$ cat config.mk
export PLATFORM = sky130hd
export DESIGN_NAME = goodness_epoch_scheduler
export DESIGN_NICKNAME = d
export VERILOG_FILES = /design/src/hw/rtl/ges_pkg.sv /design/src/hw/rtl/ges_ctrl.sv /design/src/hw/rtl/ges_dp.sv /design/src/hw/rtl/goodness_epoch_scheduler.sv
export SDC_FILE = /design/constraint.sdc
export NUM_CORES = 2
export LEC_CHECK = 0
export BUFFER_PORTS_ARGS = -buffer_cell sky130_fd_sc_hd__buf_2
export CAP_MARGIN = 40
export CELL_PAD_IN_SITES_DETAIL_PLACEMENT = 1
export CELL_PAD_IN_SITES_GLOBAL_PLACEMENT = 1
export CORE_MARGIN = 5
export CORE_UTILIZATION = 45
export CTS_BUF_LIST = sky130_fd_sc_hd__clkbuf_2 sky130_fd_sc_hd__clkbuf_4 sky130_fd_sc_hd__clkbuf_8
export DETAILED_ROUTE_END_ITERATION = 6
export PLACE_DENSITY = 0.78
export SLEW_MARGIN = 20
export SYNTH_ARGS = -nofsm -noshare
export SYNTH_HDL_FRONTEND = slang
export SYNTH_SLANG_ARGS = --single-unit
$ cat constraint.sdc
create_clock -name i_clk -period 5.7 [get_ports i_clk]
set_input_delay 1.425 -clock i_clk [delete_from_list [all_inputs] [get_ports i_clk]]
set_output_delay 1.425 -clock i_clk [all_outputs]
set_load 0.1 [all_outputs]
$ cat src/hw/rtl/ges_pkg.sv
// Shared constants, state codes and controller/datapath interface types
// for the goodness epoch scheduler. No dependencies.
package ges_pkg;

    localparam int NUM_PROCS = 32;
    localparam int PW = (NUM_PROCS > 1) ? $clog2(NUM_PROCS) : 1;

    typedef logic [PW-1:0] t_idx;
    typedef logic [1:0]    t_state;

    localparam t_state ST_FREE    = 2'd0;
    localparam t_state ST_READY   = 2'd1;
    localparam t_state ST_CURRENT = 2'd2;
    localparam t_state ST_BLOCKED = 2'd3;

    typedef struct packed {
        logic load;
        logic upd_wr;
        logic dec_rd;
        logic dec_cap;
        logic dec_wr;
        logic sweep_init;
        logic sweep_rd;
        logic epoch;
        logic wr_old;
        logic wr_new;
        logic res_load;
    } t_dp_cmd;

    typedef struct packed {
        logic seen;
        logic found;
        logic sweep_last;
        logic no_switch;
    } t_dp_status;

endpackage

$ cat src/hw/rtl/ges_ctrl.sv
// Sequencing state machine of the goodness epoch scheduler.
// Depends on ges_pkg for the command and status types.
module ges_ctrl import ges_pkg::*; (
    input  logic       i_clk,
    input  logic       i_rst_n,
    input  logic       i_start,
    input  logic       i_kind,
    input  t_dp_status i_status,
    output t_dp_cmd    o_cmd,
    output logic       o_busy,
    output logic       o_res_valid
);

    typedef enum logic [3:0] {
        S_IDLE,
        S_UPD,
        S_DEC_RD,
        S_DEC_WR,
        S_SWEEP,
        S_DRAIN,
        S_EVAL,
        S_SEL,
        S_WR_OLD,
        S_WR_NEW
    } t_ctrl_state;

    t_ctrl_state r_state;
    logic        r_res_vld;
    logic        r_dec_en;
    logic        r_epoch_pend;
    logic        r_epoch_run;
    logic        r_pass;
    logic        retry;

    assign retry = (r_state == S_EVAL) && i_status.seen && !i_status.found && !r_pass;

    always_comb begin
        o_cmd            = '0;
        o_cmd.load       = (r_state == S_IDLE) && i_start;
        o_cmd.upd_wr     = (r_state == S_UPD);
        o_cmd.dec_rd     = (r_state == S_DEC_RD);
        o_cmd.dec_cap    = (r_state == S_DEC_WR);
        o_cmd.dec_wr     = (r_state == S_DEC_WR) && r_dec_en;
        o_cmd.sweep_init = (r_state == S_DEC_WR) || retry;
        o_cmd.sweep_rd   = (r_state == S_SWEEP);
        o_cmd.epoch      = r_epoch_run;
        o_cmd.wr_old     = (r_state == S_WR_OLD);
        o_cmd.wr_new     = (r_state == S_WR_NEW);
        o_cmd.res_load   = ((r_state == S_SEL) && i_status.no_switch) ||
                           (r_state == S_WR_NEW);
    end

    assign o_busy      = (r_state != S_IDLE);
    assign o_res_valid = r_res_vld;

    always_ff @(posedge i_clk) begin
        if (!i_rst_n) begin
            r_state      <= S_IDLE;
            r_res_vld    <= 1'b0;
            r_dec_en     <= 1'b1;
            r_epoch_pend <= 1'b1;
            r_epoch_run  <= 1'b0;
            r_pass       <= 1'b0;
        end else begin
            r_res_vld <= 1'b0;
            case (r_state)
                S_IDLE: begin
                    if (i_start) begin
                        r_state <= i_kind ? S_DEC_RD : S_UPD;
                    end
                end
                S_UPD: begin
                    r_state <= S_IDLE;
                end
                S_DEC_RD: begin
                    r_state <= S_DEC_WR;
                end
                S_DEC_WR: begin
                    r_epoch_run  <= r_epoch_pend;
                    r_epoch_pend <= 1'b0;
                    r_pass       <= 1'b0;
                    r_state      <= S_SWEEP;
                end
                S_SWEEP: begin
                    if (i_status.sweep_last) begin
                        r_state <= S_DRAIN;
                    end
                end
                S_DRAIN: begin
                    r_state <= S_EVAL;
                end
                S_EVAL: begin
                    if (!i_status.seen) begin
                        r_epoch_pend <= 1'b1;
                        r_state      <= S_SEL;
                    end else if (i_status.found) begin
                        r_state <= S_SEL;
                    end else if (!r_pass) begin
                        r_epoch_run <= 1'b1;
                        r_dec_en    <= 1'b0;
                        r_pass      <= 1'b1;
                        r_state     <= S_SWEEP;
                    end else begin
                        r_epoch_pend <= 1'b1;
                        r_dec_en     <= 1'b0;
                        r_state      <= S_SEL;
                    end
                end
                S_SEL: begin
                    if (i_status.no_switch) begin
                        r_res_vld <= 1'b1;
                        r_state   <= S_IDLE;
                    end else begin
                        r_state <= S_WR_OLD;
                    end
                end
                S_WR_OLD: begin
                    r_state <= S_WR_NEW;
                end
                S_WR_NEW: begin
                    r_dec_en  <= 1'b1;
                    r_res_vld <= 1'b1;
                    r_state   <= S_IDLE;
                end
                default: begin
                    r_state <= S_IDLE;
                end
            endcase
        end
    end

endmodule

$ cat src/hw/rtl/ges_dp.sv
// Datapath of the goodness epoch scheduler: process table memories, time
// accounting, epoch refresh and goodness search. Depends on ges_pkg.
module ges_dp import ges_pkg::*; (
    input  logic        i_clk,
    input  logic        i_rst_n,
    input  t_dp_cmd     i_cmd,
    input  logic [4:0]  i_pid,
    input  logic [1:0]  i_proc_state,
    input  logic [6:0]  i_priority_req,
    input  logic [31:0] i_now_ms,
    output t_dp_status  o_status,
    output logic [4:0]  o_previous_pid,
    output logic [4:0]  o_next_pid,
    output logic        o_switched
);

    t_state     r_mem_st [NUM_PROCS];
    logic [6:0] r_mem_pr [NUM_PROCS];
    logic [7:0] r_mem_c  [NUM_PROCS];
    logic [7:0] r_mem_q  [NUM_PROCS];

    logic [NUM_PROCS-1:0] r_v_st, r_v_pr, r_v_c, r_v_q;

    t_state     r_rd_st;
    logic [6:0] r_rd_pr;
    logic [7:0] r_rd_c, r_rd_q;
    logic       r_rdv_st, r_rdv_pr, r_rdv_c, r_rdv_q, r_rd_zero;

    logic [4:0]  r_pid;
    t_state      r_st;
    logic [6:0]  r_prio;
    logic [31:0] r_now;

    t_idx        r_cur, r_best, r_idx, r_pend_idx;
    t_state      r_cur_state;
    logic        r_pend, r_seen, r_found;
    logic [8:0]  r_best_g;
    logic [31:0] r_last;
    logic        r_started;
    logic [4:0]  r_prev, r_next;
    logic        r_sw;

    t_idx        rd_addr, wa;
    logic        rd_en;
    logic        we_st, we_pr, we_c, we_q;
    t_state      wd_st;
    logic [7:0]  wd_c, wd_q;
    t_state      rs;
    logic [6:0]  rp;
    logic [7:0]  rc, rq;
    logic [PW+4:0] pid_ext, cur_ext, best_ext;
    logic        pid_ok;
    logic [31:0] eff_last, diff;
    logic [7:0]  dec_val;
    logic [8:0]  q_sum;
    logic [7:0]  q_sat, c2, q2;
    logic        epoch_do, searchable;
    logic [8:0]  g;
    logic        no_switch;

    assign rs = r_rdv_st ? r_rd_st : (r_rd_zero ? ST_CURRENT : ST_FREE);
    assign rp = r_rdv_pr ? r_rd_pr : 7'd1;
    assign rc = r_rdv_c ? r_rd_c : 8'd0;
    assign rq = r_rdv_q ? r_rd_q : 8'd0;

    assign pid_ext  = {{PW{1'b0}}, r_pid};
    assign pid_ok   = pid_ext < (PW+5)'(NUM_PROCS);
    assign cur_ext  = {5'd0, r_cur};
    assign best_ext = {5'd0, r_best};

    assign eff_last = r_started ? r_last : r_now;
    assign diff     = r_now - eff_last;
    assign dec_val  = (diff >= {24'd0, rc}) ? 8'd0 : rc - diff[7:0];

    assign q_sum      = {2'b00, rc[7:1]} + {2'b00, rp};
    assign q_sat      = q_sum[8] ? 8'hFF : q_sum[7:0];
    assign epoch_do   = i_cmd.epoch && (rs != ST_FREE);
    assign c2         = epoch_do ? q_sat : rc;
    assign q2         = epoch_do ? q_sat : rq;
    assign searchable = (rs == ST_READY) || (rs == ST_CURRENT);
    assign g          = ((c2 != 8'd0) && (q2 != 8'd0)) ? ({1'b0, c2} + {2'b00, rp}) : 9'd0;

    assign no_switch = (r_best == r_cur) && (r_cur_state == ST_CURRENT);

    assign rd_addr = i_cmd.dec_rd ? r_cur : r_idx;
    assign rd_en   = i_cmd.dec_rd || i_cmd.sweep_rd;

    always_comb begin
        wa    = r_cur;
        we_st = 1'b0;
        we_pr = 1'b0;
        we_c  = 1'b0;
        we_q  = 1'b0;
        wd_st = r_st;
        wd_c  = 8'd0;
        wd_q  = 8'd0;
        if (i_cmd.upd_wr) begin
            wa    = pid_ext[PW-1:0];
            we_st = pid_ok;
            we_pr = pid_ok;
            we_c  = pid_ok && (r_st == ST_FREE);
            we_q  = pid_ok && (r_st == ST_FREE);
        end else if (i_cmd.dec_wr) begin
            we_c = 1'b1;
            wd_c = dec_val;
        end else if (r_pend) begin
            wa   = r_pend_idx;
            we_c = epoch_do;
            we_q = epoch_do;
            wd_c = q_sat;
            wd_q = q_sat;
        end else if (i_cmd.wr_old) begin
            we_st = (r_cur_state == ST_CURRENT);
            wd_st = ST_READY;
        end else if (i_cmd.wr_new) begin
            wa    = r_best;
            we_st = 1'b1;
            wd_st = ST_CURRENT;
        end
    end

    always_ff @(posedge i_clk) begin
        if (we_st) r_mem_st[wa] <= wd_st;
        if (we_pr) r_mem_pr[wa] <= r_prio;
        if (we_c)  r_mem_c[wa]  <= wd_c;
        if (we_q)  r_mem_q[wa]  <= wd_q;
        if (rd_en) begin
            r_rd_st <= r_mem_st[rd_addr];
            r_rd_pr <= r_mem_pr[rd_addr];
            r_rd_c  <= r_mem_c[rd_addr];
            r_rd_q  <= r_mem_q[rd_addr];
        end
    end

    always_ff @(posedge i_clk) begin
        if (!i_rst_n) begin
            r_v_st    <= '0;
            r_v_pr    <= '0;
            r_v_c     <= '0;
            r_v_q     <= '0;
            r_cur     <= '0;
            r_last    <= '0;
            r_started <= 1'b0;
            r_pend    <= 1'b0;
        end else begin
            if (we_st) r_v_st[wa] <= 1'b1;
            if (we_pr) r_v_pr[wa] <= 1'b1;
            if (we_c)  r_v_c[wa]  <= 1'b1;
            if (we_q)  r_v_q[wa]  <= 1'b1;
            if (rd_en) begin
                r_rdv_st  <= r_v_st[rd_addr];
                r_rdv_pr  <= r_v_pr[rd_addr];
                r_rdv_c   <= r_v_c[rd_addr];
                r_rdv_q   <= r_v_q[rd_addr];
                r_rd_zero <= (rd_addr == '0);
            end
            if (i_cmd.dec_cap) begin
                r_started <= 1'b1;
                if (!r_started || i_cmd.dec_wr) begin
                    r_last <= r_now;
                end
            end
            if (i_cmd.wr_new) begin
                r_cur <= r_best;
            end
            r_pend <= i_cmd.sweep_rd;
        end
    end

    always_ff @(posedge i_clk) begin
        if (i_cmd.load) begin
            r_pid  <= i_pid;
            r_st   <= i_proc_state;
            r_prio <= i_priority_req;
            r_now  <= i_now_ms;
        end
        if (i_cmd.dec_cap) begin
            r_cur_state <= rs;
        end
        if (i_cmd.sweep_rd) begin
            r_pend_idx <= r_idx;
            r_idx      <= r_idx + 1'b1;
        end
        if (i_cmd.sweep_init) begin
            r_idx    <= t_idx'(1);
            r_seen   <= 1'b0;
            r_found  <= 1'b0;
            r_best_g <= '0;
            r_best   <= '0;
        end else if (r_pend) begin
            if (epoch_do || searchable) begin
                r_seen <= 1'b1;
            end
            if (searchable && (g > r_best_g)) begin
                r_best_g <= g;
                r_best   <= r_pend_idx;
                r_found  <= 1'b1;
            end
        end
        if (i_cmd.res_load) begin
            r_prev <= cur_ext[4:0];
            r_next <= no_switch ? cur_ext[4:0] : best_ext[4:0];
            r_sw   <= !no_switch;
        end
    end

    assign o_status.seen       = r_seen;
    assign o_status.found      = r_found;
    assign o_status.sweep_last = (r_idx == t_idx'(NUM_PROCS - 1));
    assign o_status.no_switch  = no_switch;

    assign o_previous_pid = r_prev;
    assign o_next_pid     = r_next;
    assign o_switched     = r_sw;

endmodule

$ cat src/hw/rtl/goodness_epoch_scheduler.sv
// Top level of the goodness epoch scheduler: controller plus datapath.
// Depends on ges_pkg, ges_ctrl and ges_dp.
//
// A transaction is taken when start is high and busy is low. An update
// keeps busy high for one cycle and gives no result. A reschedule keeps
// busy high for a walk of the process table, and for a second walk when a
// forced epoch reruns the table pass; its length is set by the single read
// port of the process table, which the epoch refresh and goodness search
// walk one entry per cycle. The result appears for exactly one cycle with
// o_res_valid, in the first cycle in which busy is low again, and must be
// captured then, since the receiver cannot stall the block.
module goodness_epoch_scheduler import ges_pkg::*; (
    input  logic        i_clk,
    input  logic        i_rst_n,
    input  logic        start,
    output logic        busy,
    input  logic        i_kind,
    input  logic [4:0]  i_pid,
    input  logic [1:0]  i_proc_state,
    input  logic [6:0]  i_priority_req,
    input  logic [31:0] i_now_ms,
    output logic        o_res_valid,
    output logic [4:0]  o_previous_pid,
    output logic [4:0]  o_next_pid,
    output logic        o_switched
);

    t_dp_cmd    cmd;
    t_dp_status status;

    ges_ctrl u_ctrl (
        .i_clk       (i_clk),
        .i_rst_n     (i_rst_n),
        .i_start     (start),
        .i_kind      (i_kind),
        .i_status    (status),
        .o_cmd       (cmd),
        .o_busy      (busy),
        .o_res_valid (o_res_valid)
    );

    ges_dp u_dp (
        .i_clk          (i_clk),
        .i_rst_n        (i_rst_n),
        .i_cmd          (cmd),
        .i_pid          (i_pid),
        .i_proc_state   (i_proc_state),
        .i_priority_req (i_priority_req),
        .i_now_ms       (i_now_ms),
        .o_status       (status),
        .o_previous_pid (o_previous_pid),
        .o_next_pid     (o_next_pid),
        .o_switched     (o_switched)
    );

endmodule

==> impl_metrics.prom <==
# TYPE chip_impl_metric gauge
chip_impl_metric{name="route.detailed.drc",unit=""} 0
chip_impl_metric{name="critical_path_required",unit="ns"} 6.34
chip_impl_metric{name="synth.ff_latch_count",unit=""} 1091
chip_impl_metric{name="worst_margin_pin_slew",unit="ns"} 0.9213
chip_impl_metric{name="io_buffers",unit=""} 62
chip_impl_info{name="critPathLaunchType",value="register"} 1
chip_impl_metric{name="sequentialPowerShare",unit="%"} 44.2
chip_impl_metric{name="cts_htree_levels",unit=""} 4
chip_impl_metric{name="critPathArrivalTime",unit="ns"} 5.91
chip_impl_info{name="timing.setup.critical_path_class",value="reg -> reg"} 1
chip_impl_metric{name="design.core.area",unit="mm^2"} 0.1017
chip_impl_metric{name="power.ir.vdd_worst",unit="V"} 0.0002602
chip_impl_metric{name="tritoncts_buffers",unit=""} 169
chip_impl_metric{name="finalWeightedCongestion",unit=""} 0.8971
chip_impl_info{name="crit_start",value="u_dp.r_started$_SDFFE_PN0P_"} 1
chip_impl_info{name="end_kind",value="register"} 1
chip_impl_metric{name="post_synth_num_cell_types",unit=""} 88
chip_impl_metric{name="insertion_delay",unit="ns"} 0.88
chip_impl_metric{name="synth_edf_count",unit=""} 894
chip_impl_info{name="result_of_the_run",value="completed"} 1
chip_impl_metric{name="first_drt_pass_iteration_count",unit=""} 5
chip_impl_metric{name="netlist_area",unit="mm^2"} 0.04611
chip_impl_metric{name="overall_routing_resource_usage",unit="%"} 23.76
chip_impl_info{name="hold_class",value="reg -> reg"} 1
chip_impl_info{name="holdCritStartpoint",value="u_dp.r_v_c[29]$_SDFFE_PN0N_"} 1
chip_impl_metric{name="grt_antenna_before_repair",unit=""} 4
chip_impl_metric{name="synth_fa_ha_area_share",unit="%"} 1.981
chip_impl_metric{name="first_global_vias",unit=""} 29940
chip_impl_info{name="critical_path.reg2reg.startpoint",value="u_dp.r_started$_SDFFE_PN0P_"} 1
chip_impl_metric{name="global_route_wire_length_before_repair",unit="mm"} 192.2
chip_impl_metric{name="synth_seq_area_share",unit="%"} 66.77
chip_impl_info{name="cts_tree",value="done"} 1
chip_impl_metric{name="clock_sinks",unit=""} 1091
chip_impl_metric{name="floorplan.die.width",unit="um"} 330.1
chip_impl_metric{name="initial_utilization",unit="%"} 45.32
chip_impl_info{name="largest_family_of_logic_cells_by_synthesized_area",value="multiplexers"} 1
chip_impl_metric{name="worst_clock_skew",unit="ns"} 0.06612
chip_impl_metric{name="boundaryPins",unit=""} 63
chip_impl_info{name="ys_dominant_reg_cell",value="sky130_fd_sc_hd__edfxtp_1"} 1
chip_impl_metric{name="share_comb_of_total_power",unit="%"} 20.6
chip_impl_metric{name="fp.dieH",unit="um"} 330.1
chip_impl_metric{name="cap_viol_max_count",unit=""} 0
chip_impl_metric{name="fin_area",unit="mm^2"} 0.05272
chip_impl_metric{name="p_switching",unit="mW"} 5.565
chip_impl_metric{name="syn_area_per_cell",unit="um^2"} 14.87
chip_impl_info{name="unrepaired_setup_endpoints_after_global_routing",value="no"} 1
chip_impl_metric{name="detail_route.wl_per_cell",unit="um"} 26.84
chip_impl_metric{name="period_minus_slack",unit="ns"} 5.277
chip_impl_metric{name="postSynthNetCount",unit=""} 3219
chip_impl_metric{name="routed_wl",unit="mm"} 129.8
chip_impl_metric{name="share_of_the_synthesized_netlist_area_taken_by_xor_and_xnor_gates",unit="%"} 0.8167
chip_impl_metric{name="ys_async_sr_fraction",unit="%"} 0
chip_impl_metric{name="fmax",unit="MHz"} 189.5
chip_impl_metric{name="setup-violations-final",unit=""} 0
chip_impl_metric{name="p_int",unit="mW"} 14.31
chip_impl_metric{name="area.growth.synth_to_final",unit="%"} 14.34
chip_impl_metric{name="setup_tns",unit="ns"} 0
chip_impl_metric{name="synth_compound_area_share",unit="%"} 6.629
chip_impl_metric{name="power.share.clock",unit="%"} 35.3
chip_impl_metric{name="drt_iter0_drc",unit=""} 2548
chip_impl_metric{name="routed_via_density",unit=""} 5.911
chip_impl_metric{name="power_density",unit="mW/mm^2"} 377.0
chip_impl_metric{name="antenna_left",unit=""} 0
chip_impl_metric{name="yosys_warning_total",unit=""} 0
chip_impl_metric{name="grt_overflow_total",unit=""} 0
chip_impl_metric{name="synth_mux_area_share",unit="%"} 12.57
chip_impl_metric{name="netSwitchingFraction",unit="%"} 28.00
chip_impl_info{name="commonest_non_fill_non_tap_cell_in_the_layout",value="sky130_fd_sc_hd__edfxtp_1"} 1
chip_impl_metric{name="netlist_instances",unit=""} 3101
chip_impl_metric{name="final_min_period_over_clock_period",unit="%"} 92.58
chip_impl_metric{name="relSlewSlack",unit="%"} 38.14
chip_impl_info{name="mostFrequentLayoutCells",value="sky130_fd_sc_hd__edfxtp_1 (894), sky130_fd_sc_hd__nand2_1 (439), sky130_fd_sc_hd__mux4_2 (232)"} 1
chip_impl_info{name="root_buffer_cell",value="sky130_fd_sc_hd__clkbuf_8"} 1
chip_impl_metric{name="rows",unit=""} 117
chip_impl_metric{name="hold_viol_final",unit=""} 0
chip_impl_metric{name="cts_clock_pin_slew_for_the_worst_setup_and_hold_paths",unit="ns"} 0.06
chip_impl_metric{name="vias_after_detailed_routing",unit=""} 28600
chip_impl_metric{name="nNetsFinal",unit=""} 3442
chip_impl_metric{name="drive_above_1_share",unit="%"} 24.21
chip_impl_metric{name="grt_start_max_net_pins",unit=""} 102
chip_impl_metric{name="power.leakage",unit="nW"} 17.39
chip_impl_metric{name="dpl_cell_area",unit="mm^2"} 0.04893
chip_impl_metric{name="clock_tree.buffer_depth",unit=""} 3
chip_impl_metric{name="crit_path_max_fanout",unit=""} 32
chip_impl_metric{name="basic_gate_share_of_the_synthesized_area_counting_and_or_nand_and_nor_cells",unit="%"} 9.054
chip_impl_metric{name="floorplan.die_area",unit="mm^2"} 0.1090
chip_impl_metric{name="dp.final_hpwl",unit="mm"} 83.59
chip_impl_metric{name="drv_slew",unit=""} 0
==> cells by family after synthesis <==
family,after synthesis
flops,1091
xor+xnor,43
buf+inv,226
simple gates,946
compound gates,435
mux,288
fa+ha+maj,72
==> cell usage after synthesis, types with 34 or more instances <==
| master | number | area share, % |
|---|---|---|
| sky130_fd_sc_hd__nand3_1 | 166 | 1.8 |
| sky130_fd_sc_hd__nor2_1 | 196 | 1.6 |
| sky130_fd_sc_hd__a21oi_1 | 56 | 0.61 |
| sky130_fd_sc_hd__mux4_2 | 232 | 11 |
| sky130_fd_sc_hd__o21ai_1 | 34 | 0.37 |
| sky130_fd_sc_hd__dfxtp_1 | 197 | 8.6 |
| sky130_fd_sc_hd__edfxtp_1 | 894 | 58 |
| sky130_fd_sc_hd__nand2_1 | 439 | 3.6 |
| sky130_fd_sc_hd__mux2i_1 | 50 | 1.1 |
| sky130_fd_sc_hd__o21ai_0 | 51 | 0.55 |
| sky130_fd_sc_hd__o21a_1 | 145 | 2.4 |
| sky130_fd_sc_hd__inv_1 | 42 | 0.34 |
| sky130_fd_sc_hd__ha_1 | 65 | 1.8 |
| sky130_fd_sc_hd__clkbuf_1 | 99 | 0.81 |
==> critical path, stage by stage (launching register included) <==
cell	delay, ns
sky130_fd_sc_hd__dfxtp_2	0.35
sky130_fd_sc_hd__buf_4	0.30
sky130_fd_sc_hd__mux2i_1	0.18
sky130_fd_sc_hd__fa_1	0.44
sky130_fd_sc_hd__a211oi_1	0.30
sky130_fd_sc_hd__o31a_1	0.22
sky130_fd_sc_hd__xnor2_1	0.19
sky130_fd_sc_hd__ha_1	0.35
sky130_fd_sc_hd__a21o_1	0.19
sky130_fd_sc_hd__a221oi_1	0.25
sky130_fd_sc_hd__o2111a_1	0.22
sky130_fd_sc_hd__o2111ai_1	0.16
sky130_fd_sc_hd__a2111oi_4	0.35
sky130_fd_sc_hd__o2111ai_1	0.16
sky130_fd_sc_hd__nor4_2	0.36
sky130_fd_sc_hd__nand4_4	0.40
sky130_fd_sc_hd__o21bai_2	0.30
sky130_fd_sc_hd__buf_4	0.32
==> path summary, 6_finish.rpt <==
| check | endpoint | slack, ns | depth (start not counted) |
|---|---|---|---|
| hold reg to reg | u_dp.r_v_c[29]$_SDFFE_PN0N_ | 0.46 | 1 |
| setup / recovery | u_dp.r_mem_c[6][2]$_DFFE_PP_ | 0.42 | 17 |
| hold / removal | u_dp.r_v_c[29]$_SDFFE_PN0N_ | 0.46 | 1 |
| setup reg to reg | u_dp.r_mem_c[6][2]$_DFFE_PP_ | 0.42 | 17 |
==> power by group through the flow <==
stage / registers [mW] / clock network [mW] / logic, mW
2_1_floorplan: 8.93 / 0 / 2.88
3_3_place_gp: 8.96 / 0 / 3.94
3_5_place_dp: 8.95 / 0 / 4.08
4_1_cts: 8.78 / 7.14 / 4.10
5_1_grt: 8.78 / 7.56 / 4.37
6_report: 8.78 / 7.01 / 4.09
==> layout make-up <==
type | count | area [um^2]
fill | 9880 | 49020
sequential | 1091 | 30790
multi-input combinational | 1784 | 14490
clock buffer | 255 | 3141
timing repair buffer | 236 | 1926
tap | 1368 | 1712
clock inverter | 61 | 504.2
inverter | 42 | 157.7
antenna | 1 | 2.502
==> what timing repair did <==
| action | CTS | global route |
|---|---|---|
| hold buffers | 0 | 0 |
| resized for setup | 0 | 1 |
| setup buffers | 0 | 0 |
| setup endpoints to repair | 0 | 256 |
==> flip-flops by register name, indices dropped and copies added (netlist names), 8 cells and up <==
signal,flops
u_dp.r_mem_c,256
u_dp.r_mem_q,256
u_dp.r_mem_pr,224
u_dp.r_mem_st,64
u_dp.r_last,32
u_dp.r_now,32
u_dp.r_v_c,32
u_dp.r_v_pr,32
u_dp.r_v_q,32
u_dp.r_v_st,32
u_dp.r_best_g,9
u_dp.r_rd_c,8
u_dp.r_rd_q,8
==> stage by stage <==
stage / std cells / worst slack [ns] / util (%) / hold slack (ns) / power [mW]
2_1_floorplan: 3101 / 0.004386 / - / 0.4250 / 11.80
3_3_place_gp: 4467 / 0.3887 / 47.73 / 0.4383 / 12.90
3_5_place_dp: 4502 / 0.2480 / 48.09 / 0.4459 / 13.02
4_1_cts: 4818 / 0.2064 / 51.67 / 0.4604 / 20.02
5_1_grt: 4838 / 0.03421 / 51.82 / 0.4747 / 20.71
6_report: 4838 / 0.4227 / 51.82 / 0.4625 / 19.88
==> routing by layer <==
layer | global-route usage [%] | vias to the layer above | wire length, um
met4 | 10.33 | 4 | 5751
met3 | 5.521 | 318 | 9982
met5 | 0 | - | 30
met1 | 30.64 | 14750 | 51190
met2 | 38.85 | 1210 | 62880
li1 | - | 12310 | -
No activity file was read; power rests on OpenSTA's default activity.
